`src/double_click_actuator_sequencer_macros.svh`:
```
// Assertion macros for the double-click actuator sequencer
`ifndef DOUBLE_CLICK_ACTUATOR_SEQUENCER_MACROS_SVH
`define DOUBLE_CLICK_ACTUATOR_SEQUENCER_MACROS_SVH

// same-cycle implication, checked outside reset
`define DCAS_ASSERT_NOW(lbl, ante, cons, msg) \
	lbl: assert property (@(posedge clk) disable iff (!arst_n) (ante) |-> (cons)) \
		else $error(msg);

// next-cycle implication, checked outside reset
`define DCAS_ASSERT_NEXT(lbl, ante, cons, msg) \
	lbl: assert property (@(posedge clk) disable iff (!arst_n) (ante) |=> (cons)) \
		else $error(msg);

`endif

```
`src/dcas_pkg.sv`:
```
// Shared types and constants of the double-click actuator sequencer
package dcas_pkg;

	localparam int unsigned TimeW = 16;
	localparam int unsigned CntW  = 2;

	localparam logic [TimeW-1:0] TIME_SAT = '1;

	localparam logic [TimeW-1:0] RUN_LIMIT_RST = 16'd15000;
	localparam logic [TimeW-1:0] CLICK_GAP_RST = 16'd2000;
	localparam logic [TimeW-1:0] DEBOUNCE_RST  = 16'd200;

	localparam logic [1:0] REG_RUN_LIMIT = 2'd0;
	localparam logic [1:0] REG_CLICK_GAP = 2'd1;
	localparam logic [1:0] REG_DEBOUNCE  = 2'd2;

	localparam logic [CntW-1:0] CNT_START = 2'd2;
	localparam logic [CntW-1:0] CNT_STOP  = 2'd3;

	typedef struct packed {
		logic [TimeW-1:0] run_limit;
		logic [TimeW-1:0] click_gap;
		logic [TimeW-1:0] debounce;
	} cfg_t;

	typedef struct packed {
		logic open_press;
		logic close_press;
	} press_t;

	function automatic logic [TimeW-1:0] inc_sat(input logic [TimeW-1:0] v);
		return (v == TIME_SAT) ? v : v + 16'd1;
	endfunction

endpackage

```
`src/dcas_if.sv`:
```
// Handshake channels: button tick in, actuator status out
interface dcas_tick_if;
	logic valid;
	logic ready;
	logic open_level;
	logic close_level;

	modport source (output valid, output open_level, output close_level, input ready);
	modport sink   (input valid, input open_level, input close_level, output ready);
endinterface

interface dcas_result_if;
	logic       valid;
	logic       ready;
	logic       open_drive;
	logic       close_drive;
	logic       in_motion;
	logic [1:0] open_count;
	logic [1:0] close_count;

	modport source (output valid, output open_drive, output close_drive, output in_motion,
		output open_count, output close_count, input ready);
	modport sink   (input valid, input open_drive, input close_drive, input in_motion,
		input open_count, input close_count, output ready);
endinterface

```
`src/dcas_button.sv`:
```
// Debouncer and press detector for one button
module dcas_button (
	input  logic                      clk,
	input  logic                      arst_n,
	input  logic                      step,
	input  logic                      level,
	input  logic [dcas_pkg::TimeW-1:0] debounce,
	output logic                      press
);
	import dcas_pkg::*;

	logic             prev_q;
	logic [TimeW-1:0] since_q;
	logic [TimeW-1:0] since_inc;
	logic             change;

	assign since_inc = inc_sat(since_q);
	assign change    = level != prev_q;
	assign press     = change && level && (since_inc > debounce);

	always_ff @(posedge clk or negedge arst_n) begin
		if (!arst_n) begin
			prev_q  <= 1'b0;
			since_q <= '0;
		end else if (step) begin
			prev_q  <= level;
			// any change restarts the quiet time
			since_q <= change ? '0 : since_inc;
		end
	end
endmodule

```
`src/dcas_core.sv`:
```
// Click counting, drive and run-time state of the sequencer
module dcas_core (
	input  logic                      clk,
	input  logic                      arst_n,
	input  logic                      step,
	input  dcas_pkg::press_t          press,
	input  dcas_pkg::cfg_t            cfg,
	output logic                      open_drive,
	output logic                      close_drive,
	output logic                      in_motion,
	output logic [dcas_pkg::CntW-1:0] open_count,
	output logic [dcas_pkg::CntW-1:0] close_count
);
	import dcas_pkg::*;

	logic [CntW-1:0]  open_clicks_q, close_clicks_q;
	logic [TimeW-1:0] open_since_press_q, close_since_press_q, run_elapsed_q;
	logic             moving_q, open_out_q, close_out_q;

	logic [CntW-1:0]  oc, cc;
	logic [TimeW-1:0] osp, csp, re;
	logic             mv, oo, co;

	always_comb begin
		osp = inc_sat(open_since_press_q);
		csp = inc_sat(close_since_press_q);
		re  = inc_sat(run_elapsed_q);
		oc  = open_clicks_q;
		cc  = close_clicks_q;
		mv  = moving_q;
		oo  = open_out_q;
		co  = close_out_q;

		if (press.open_press) begin
			oc = oc + 2'd1;
			cc = '0;
			co = 1'b0;
			if (oc == CNT_START) begin
				oo = 1'b1;
				re = '0;
				mv = 1'b1;
			end else if (oc == CNT_STOP) begin
				oc = '0;
				oo = 1'b0;
				mv = 1'b0;
			end
			osp = '0;
		end
		// close press is served after the open press of the same tick
		if (press.close_press) begin
			cc = cc + 2'd1;
			oc = '0;
			oo = 1'b0;
			if (cc == CNT_START) begin
				co = 1'b1;
				re = '0;
				mv = 1'b1;
			end else if (cc == CNT_STOP) begin
				cc = '0;
				co = 1'b0;
				mv = 1'b0;
			end
			csp = '0;
		end

		if (mv && (re > cfg.run_limit)) begin
			oo = 1'b0;
			co = 1'b0;
			oc = '0;
			cc = '0;
			mv = 1'b0;
		end
		if (!mv && (osp > cfg.click_gap))
			oc = '0;
		if (!mv && (csp > cfg.click_gap))
			cc = '0;
	end

	always_ff @(posedge clk or negedge arst_n) begin
		if (!arst_n) begin
			open_clicks_q       <= '0;
			close_clicks_q      <= '0;
			open_since_press_q  <= '0;
			close_since_press_q <= '0;
			run_elapsed_q       <= '0;
			moving_q            <= 1'b0;
			open_out_q          <= 1'b0;
			close_out_q         <= 1'b0;
		end else if (step) begin
			open_clicks_q       <= oc;
			close_clicks_q      <= cc;
			open_since_press_q  <= osp;
			close_since_press_q <= csp;
			run_elapsed_q       <= re;
			moving_q            <= mv;
			open_out_q          <= oo;
			close_out_q         <= co;
		end
	end

	// state after the tick is the result
	assign open_drive  = open_out_q;
	assign close_drive = close_out_q;
	assign in_motion   = moving_q;
	assign open_count  = open_clicks_q;
	assign close_count = close_clicks_q;
endmodule

```
`src/double_click_actuator_sequencer.sv`:
```
// Double-click actuator sequencer: top level
// Path: an accepted tick goes to the input register, then to the result register.
// Throughput: one tick per cycle while result.ready is high; the result register frees
// as it is taken, so the input register and state update advance in the same cycle.
// Reset: arst_n clears all state but the held levels, empties both registers and loads
// the default run limit, click gap and debounce time. No clearing pass.
module double_click_actuator_sequencer (
	input  logic                       clk,
	input  logic                       arst_n,
	input  logic                       cfg_we,
	input  logic [1:0]                 cfg_index,
	input  logic [dcas_pkg::TimeW-1:0] cfg_wdata,
	dcas_tick_if.sink                  tick,
	dcas_result_if.source              result
);
	import dcas_pkg::*;

	`include "double_click_actuator_sequencer_macros.svh"

	cfg_t   cfg_q;
	logic   vld_s1, open_lvl_s1, close_lvl_s1;
	logic   out_vld_q;
	logic   advance;
	logic   open_press, close_press;
	press_t press;

	always_ff @(posedge clk or negedge arst_n) begin
		if (!arst_n) begin
			cfg_q.run_limit <= RUN_LIMIT_RST;
			cfg_q.click_gap <= CLICK_GAP_RST;
			cfg_q.debounce  <= DEBOUNCE_RST;
		end else if (cfg_we) begin
			unique case (cfg_index)
				REG_RUN_LIMIT: cfg_q.run_limit <= cfg_wdata;
				REG_CLICK_GAP: cfg_q.click_gap <= cfg_wdata;
				REG_DEBOUNCE:  cfg_q.debounce  <= cfg_wdata;
				default: ;
			endcase
		end
	end

	// advance the held tick whenever the result slot is free or being emptied
	assign advance    = vld_s1 && (!out_vld_q || result.ready);
	assign tick.ready = !vld_s1 || advance;

	always_ff @(posedge clk or negedge arst_n) begin
		if (!arst_n) begin
			vld_s1    <= 1'b0;
			out_vld_q <= 1'b0;
		end else begin
			if (tick.ready)
				vld_s1 <= tick.valid;
			if (advance)
				out_vld_q <= 1'b1;
			else if (result.ready)
				out_vld_q <= 1'b0;
		end
	end

	always_ff @(posedge clk) begin
		if (tick.valid && tick.ready) begin
			open_lvl_s1  <= tick.open_level;
			close_lvl_s1 <= tick.close_level;
		end
	end

	dcas_button u_open_btn (
		.clk      (clk),
		.arst_n   (arst_n),
		.step     (advance),
		.level    (open_lvl_s1),
		.debounce (cfg_q.debounce),
		.press    (open_press)
	);

	dcas_button u_close_btn (
		.clk      (clk),
		.arst_n   (arst_n),
		.step     (advance),
		.level    (close_lvl_s1),
		.debounce (cfg_q.debounce),
		.press    (close_press)
	);

	assign press = {open_press, close_press};

	dcas_core u_core (
		.clk         (clk),
		.arst_n      (arst_n),
		.step        (advance),
		.press       (press),
		.cfg         (cfg_q),
		.open_drive  (result.open_drive),
		.close_drive (result.close_drive),
		.in_motion   (result.in_motion),
		.open_count  (result.open_count),
		.close_count (result.close_count)
	);

	assign result.valid = out_vld_q;

	`DCAS_ASSERT_NOW(a_one_direction, result.valid,
		!(result.open_drive && result.close_drive), "both drives active")
	`DCAS_ASSERT_NOW(a_drive_moving, result.open_drive || result.close_drive,
		result.in_motion, "drive without motion")
	`DCAS_ASSERT_NOW(a_count_range, 1'b1,
		(result.open_count != CNT_STOP) && (result.close_count != CNT_STOP),
		"click count out of range")
	`DCAS_ASSERT_NEXT(a_tick_held, tick.valid && tick.ready, vld_s1, "accepted tick lost")
endmodule
```
`src/flat_wrapper.sv`:
```
// flat-port wrapper written by rule: the top's interface ports become plain ports
module double_click_actuator_sequencer_flat import dcas_pkg::*;
  (clk, arst_n, cfg_we, cfg_index, cfg_wdata, tick_valid, tick_open_level, tick_close_level, tick_ready, result_valid, result_open_drive, result_close_drive, result_in_motion, result_open_count, result_close_count, result_ready);
  dcas_tick_if tick_i ();
  dcas_result_if result_i ();
  input  logic clk;
  input  logic arst_n;
  input  logic cfg_we;
  input  logic [1:0] cfg_index;
  input  logic [dcas_pkg::TimeW-1:0] cfg_wdata;
  input wire logic [$bits(tick_i.valid)-1:0] tick_valid;
  input wire logic [$bits(tick_i.open_level)-1:0] tick_open_level;
  input wire logic [$bits(tick_i.close_level)-1:0] tick_close_level;
  output wire logic [$bits(tick_i.ready)-1:0] tick_ready;
  output wire logic [$bits(result_i.valid)-1:0] result_valid;
  output wire logic [$bits(result_i.open_drive)-1:0] result_open_drive;
  output wire logic [$bits(result_i.close_drive)-1:0] result_close_drive;
  output wire logic [$bits(result_i.in_motion)-1:0] result_in_motion;
  output wire logic [$bits(result_i.open_count)-1:0] result_open_count;
  output wire logic [$bits(result_i.close_count)-1:0] result_close_count;
  input wire logic [$bits(result_i.ready)-1:0] result_ready;
  assign tick_i.valid = tick_valid;
  assign tick_i.open_level = tick_open_level;
  assign tick_i.close_level = tick_close_level;
  assign tick_ready = tick_i.ready;
  assign result_valid = result_i.valid;
  assign result_open_drive = result_i.open_drive;
  assign result_close_drive = result_i.close_drive;
  assign result_in_motion = result_i.in_motion;
  assign result_open_count = result_i.open_count;
  assign result_close_count = result_i.close_count;
  assign result_i.ready = result_ready;
  double_click_actuator_sequencer u_core (.clk(clk), .arst_n(arst_n), .cfg_we(cfg_we), .cfg_index(cfg_index), .cfg_wdata(cfg_wdata), .tick(tick_i), .result(result_i));
endmodule
```
`config.mk`:
```
export PLATFORM = sky130hd
export DESIGN_NAME = double_click_actuator_sequencer_flat
export DESIGN_NICKNAME = d
export VERILOG_FILES = /design/src/dcas_pkg.sv /design/src/dcas_if.sv /design/src/dcas_button.sv /design/src/dcas_core.sv /design/src/double_click_actuator_sequencer.sv /design/src/flat_wrapper.sv
export VERILOG_INCLUDE_DIRS = /design/src /design/src/src
export SDC_FILE = /design/constraint.sdc
export NUM_CORES = 1
export LEC_CHECK = 0
export BUFFER_PORTS_ARGS = -buffer_cell sky130_fd_sc_hd__buf_2
export CORE_MARGIN = 4
export CORE_UTILIZATION = 36
export CTS_BUF_LIST = sky130_fd_sc_hd__clkbuf_8
export CTS_CLUSTER_DIAMETER = 50
export DETAILED_ROUTE_END_ITERATION = 10
export GPL_TIMING_DRIVEN = 0
export PLACE_DENSITY = 0.59
export SETUP_SLACK_MARGIN = 0.15
export SLEW_MARGIN = 20
export SYNTH_ARGS = -nofsm -noshare
export SYNTH_HDL_FRONTEND = slang
export SYNTH_SLANG_ARGS = --single-unit
export TNS_END_PERCENT = 10
```
`constraint.sdc`:
```
create_clock -name clk -period 15.45 [get_ports clk]
set_input_delay 3.09 -clock clk [delete_from_list [all_inputs] [get_ports clk]]
set_output_delay 3.09 -clock clk [all_outputs]
set_load 0.005 [all_outputs]
```
==> reports/results.ini <==
[outcome]
status=completed

[worst_setup_path]
crit_arrival_ps=8260
rr_endpoint=u_core.u_core.close_count[1]$_DFFE_PN0P_
slowest_stage=a31oi_1
critPathLaunchType=flop
worstPathMaxFanout=10
worst-r2r-cell-count=28
crit_start=u_core.u_open_btn.since_q[3]$_DFFE_PN0P_
end_kind=flop
crit_path_end=u_core.u_core.close_count[1]$_DFFE_PN0P_
critPathRequiredTime_ps=15800
criticalPathCategory=reg -> reg
slowest_delay_ps=660
r2r_slack_ps=7540
r2r_start=u_core.u_open_btn.since_q[3]$_DFFE_PN0P_

[timing]
min_period_ps=7910
slew_headroom_pct=40.1
rsz0062_at_grt=no
worstMarginPinSlew_ps=899
finalMaxSlewViolations=0
finalSetupViolations=0
finalHoldViolations=0
fmax_mhz=126
fin_crit_sh_pct=51.2
holdWs_ps=484
fin_tns_setup_ps=0
finClkSkew_ps=11.4

[clock_network]
hold_buffers=0
cts_tree=done
cts_max_path_buffers=2
postCtsSetupBuffers=0
cts_made_buffers=17
clock_sinks=141
insertion_delay_ps=470
clk_pin_slew_ps=90
root_buffer=clkbuf_8
htree_levels=4
ctsResizeCount=0

[layout]
area_delta_synth_final_pct=10.7
drive_above_1_share_pct=13.0
diodes=0
final_net_count=1245

[logic_synthesis]
synth.area.top_cells=dfrtp_1 32%, ha_1 12%, nand2_1 6.4%, mux2_2 4.5%, dfstp_2 4.4%
ys_seq_area_share_pct=37.1
ys_seq_elements=141
ys_async_sr_fraction_pct=98.6
syn_nets=1192
synth_edf_count=2
yosysTopAreaCell=dfrtp_1
synth.distinct_cells=59
syn-cell-area_um2=9600
syn_area_per_cell_um2=8.93
synthCells=1075
synthFlopType=dfrtp_1
yosys_warnings=0
synth.top_cell.area_share_pct=32.1

[detailed_routing]
met1Wirelength_um=12900
ant_nets=0
drtIter0Drc=546
first_pass_iters=7
drcViolationCount=0
wl_met3_um=1030
routed-wl-met2_um=11500
vias_per_cell=5.40
routed_wl_um=25900
vias=7975
top_layer_used=met4
wl_per_cell_um=17.5

[global_routing]
grt_max_degree=83
grt_usage_pct=18.2
grt_pass1_wl_um=42100
first_global_vias=7683
gr-total-overflow=0
antenna_found_initial=0

[floorplan]
dieHeight_um=171
chipWidth_um=171
pin_count=34
coreArea_um2=26100
dieArea_um2=29300
start_util_pct=36.7
fp-row-count=59

[power_and_ir_drop]
ir_drop_uv=53.4
powerDensity_nw_per_um2=107
power_mw=1.13
leakage_nw=4.84

[placed_design]
post-dp-hpwl_um=19400
placement.io_buffers=33
place_congestion=0.857

[worst_hold_path]
hold_path.class=reg -> reg

[job]
max_cap_viol_count=0

critical path, delay by kind of cell (launching register included):
kind	cells	cell delay, ps
AOI/OAI and AO/OA	9	2860
adders and majority gates	3	830
muxes	1	130
buffers and inverters	4	1220
DFF	1	320
and+or+nand+nor	11	2410
logic make-up after synthesis:
kind of cell	synth area share (%)
and+or+nand+nor	20.7
AOI/OAI and AO/OA	15.6
DFF	37.1
buffers and inverters	4.07
adders and majority gates	12.0
xor gates and xnor gates	5.11
muxes	5.41
sequential cells by signal, summed over array words and instances (netlist names):
| register | cells |
|---|---|
| u_core.cfg_q | 48 |
| u_core.close_lvl_s1 | 1 |
| u_core.open_lvl_s1 | 1 |
| u_core.result.valid | 1 |
| u_core.u_close_btn.prev_q | 1 |
| u_core.u_close_btn.since_q | 16 |
| u_core.u_core.close_count | 2 |
| u_core.u_core.close_drive | 1 |
| u_core.u_core.close_since_press_q | 16 |
| u_core.u_core.in_motion | 1 |
| u_core.u_core.open_count | 2 |
| u_core.u_core.open_drive | 1 |
| u_core.u_core.open_since_press_q | 16 |
| u_core.u_core.run_elapsed_q | 16 |
| u_core.u_open_btn.prev_q | 1 |
| u_core.u_open_btn.since_q | 16 |
| u_core.vld_s1 | 1 |
layer usage:
layer	GRT usage, %	vias up
li1	-	3936
met1	26.7	3854
met2	28.5	157
met3	2.44	28
met4	4.68	0
met5	0	-
final cells by class:
cell class              count  area [um2]
fillers                  2633       15500
multi-input cells         833        5650
flip-flops and latches    141        3560
well taps                 335         419
inverters                  63         236
clock buffers              17         234
repair buffers             34         203
clock inverters            15         173
plain buffers              38         154
through the flow:
step                instance area, um2  setup slack (ps)  util, %  cells
CTS                              10600              7470     40.7   1476
global placement                 10200              7540     39.0   1443
global route                     10600              6870     40.7   1476
detailed placement               10200              7550     39.1   1444
finish                           10600              7540     40.7   1476
floorplan                         9600              9100        -   1075
cells in the mapped netlist (6+ instances only):
cell and count:
dfstp_2 16, o21ai_0 62, xnor2_1 34, nor2_1 78
nand3_1 38, nand4_1 31, o31ai_1 35, nand2b_1 17
and4_1 6, xor2_1 22, nor2b_1 7, a21o_1 18
ha_1 92, nor3_1 21, a31oi_1 11, o21ai_1 6
a211oi_1 7, nand2_1 163, a21oi_1 40, clkbuf_1 27
mux2_2 38, inv_1 63, a22o_1 16, buf_2 9
and3_1 20, dfrtp_1 123, o21a_1 7, mux2i_1 8
cells in the final DEF, fill, tap and decap left out, types with 3 or more instances in the layout:
| master | instances |
|---|---|
| and3_1 | 20 |
| and4_1 | 6 |
| nand4_1 | 31 |
| nand3b_1 | 3 |
| clkbuf_1 | 27 |
| or2_2 | 4 |
| clkbuf_8 | 17 |
| ha_1 | 92 |
| and2_1 | 5 |
| a22o_1 | 16 |
| nand3_1 | 38 |
| nor2_1 | 78 |
| a31oi_1 | 11 |
| dfstp_2 | 16 |
| inv_6 | 5 |
| inv_1 | 63 |
| a32o_1 | 3 |
| o21a_1 | 7 |
| o21ai_0 | 62 |
| a211oi_1 | 7 |
| nand2_1 | 163 |
| mux2_2 | 38 |
| xor2_1 | 22 |
| o211ai_1 | 4 |
| o31ai_1 | 35 |
| inv_8 | 3 |
| dfrtp_1 | 123 |
| nor2b_1 | 7 |
| nor3b_1 | 5 |
| nor4_2 | 3 |
| mux2i_1 | 8 |
| a21o_1 | 18 |
| nor3_1 | 21 |
| buf_2 | 41 |
| a21oi_1 | 40 |
| nand2b_1 | 17 |
| o21ai_1 | 6 |
| xnor2_1 | 34 |
where the power goes:
group	total [mW]	leakage (nW)	internal, mW	switching [mW]
logic	0.332	2.84	0.133	0.199
registers	0.477	1.79	0.427	0.0502
clock network	0.323	0.204	0.149	0.174
total	1.13	4.84	0.709	0.423
worst min-delay path by stage:
stage / from / to / depth (start not counted)
finish: u_core.u_open_btn.since_q[10]$_DFFE_PN0P_ / u_core.u_open_btn.since_q[10]$_DFFE_PN0P_ / 1
global route: u_core.u_core.open_drive$_DFFE_PN0P_ / u_core.u_core.open_drive$_DFFE_PN0P_ / 1
CTS: u_core.u_open_btn.since_q[10]$_DFFE_PN0P_ / u_core.u_open_btn.since_q[10]$_DFFE_PN0P_ / 1
detailed placement: u_core.u_open_btn.since_q[10]$_DFFE_PN0P_ / u_core.u_open_btn.since_q[10]$_DFFE_PN0P_ / 1
global placement: u_core.u_open_btn.since_q[10]$_DFFE_PN0P_ / u_core.u_open_btn.since_q[10]$_DFFE_PN0P_ / 1
floorplan: u_core.u_open_btn.since_q[10]$_DFFE_PN0P_ / u_core.u_open_btn.since_q[10]$_DFFE_PN0P_ / 1
No activity file was read; power rests on OpenSTA's default activity.
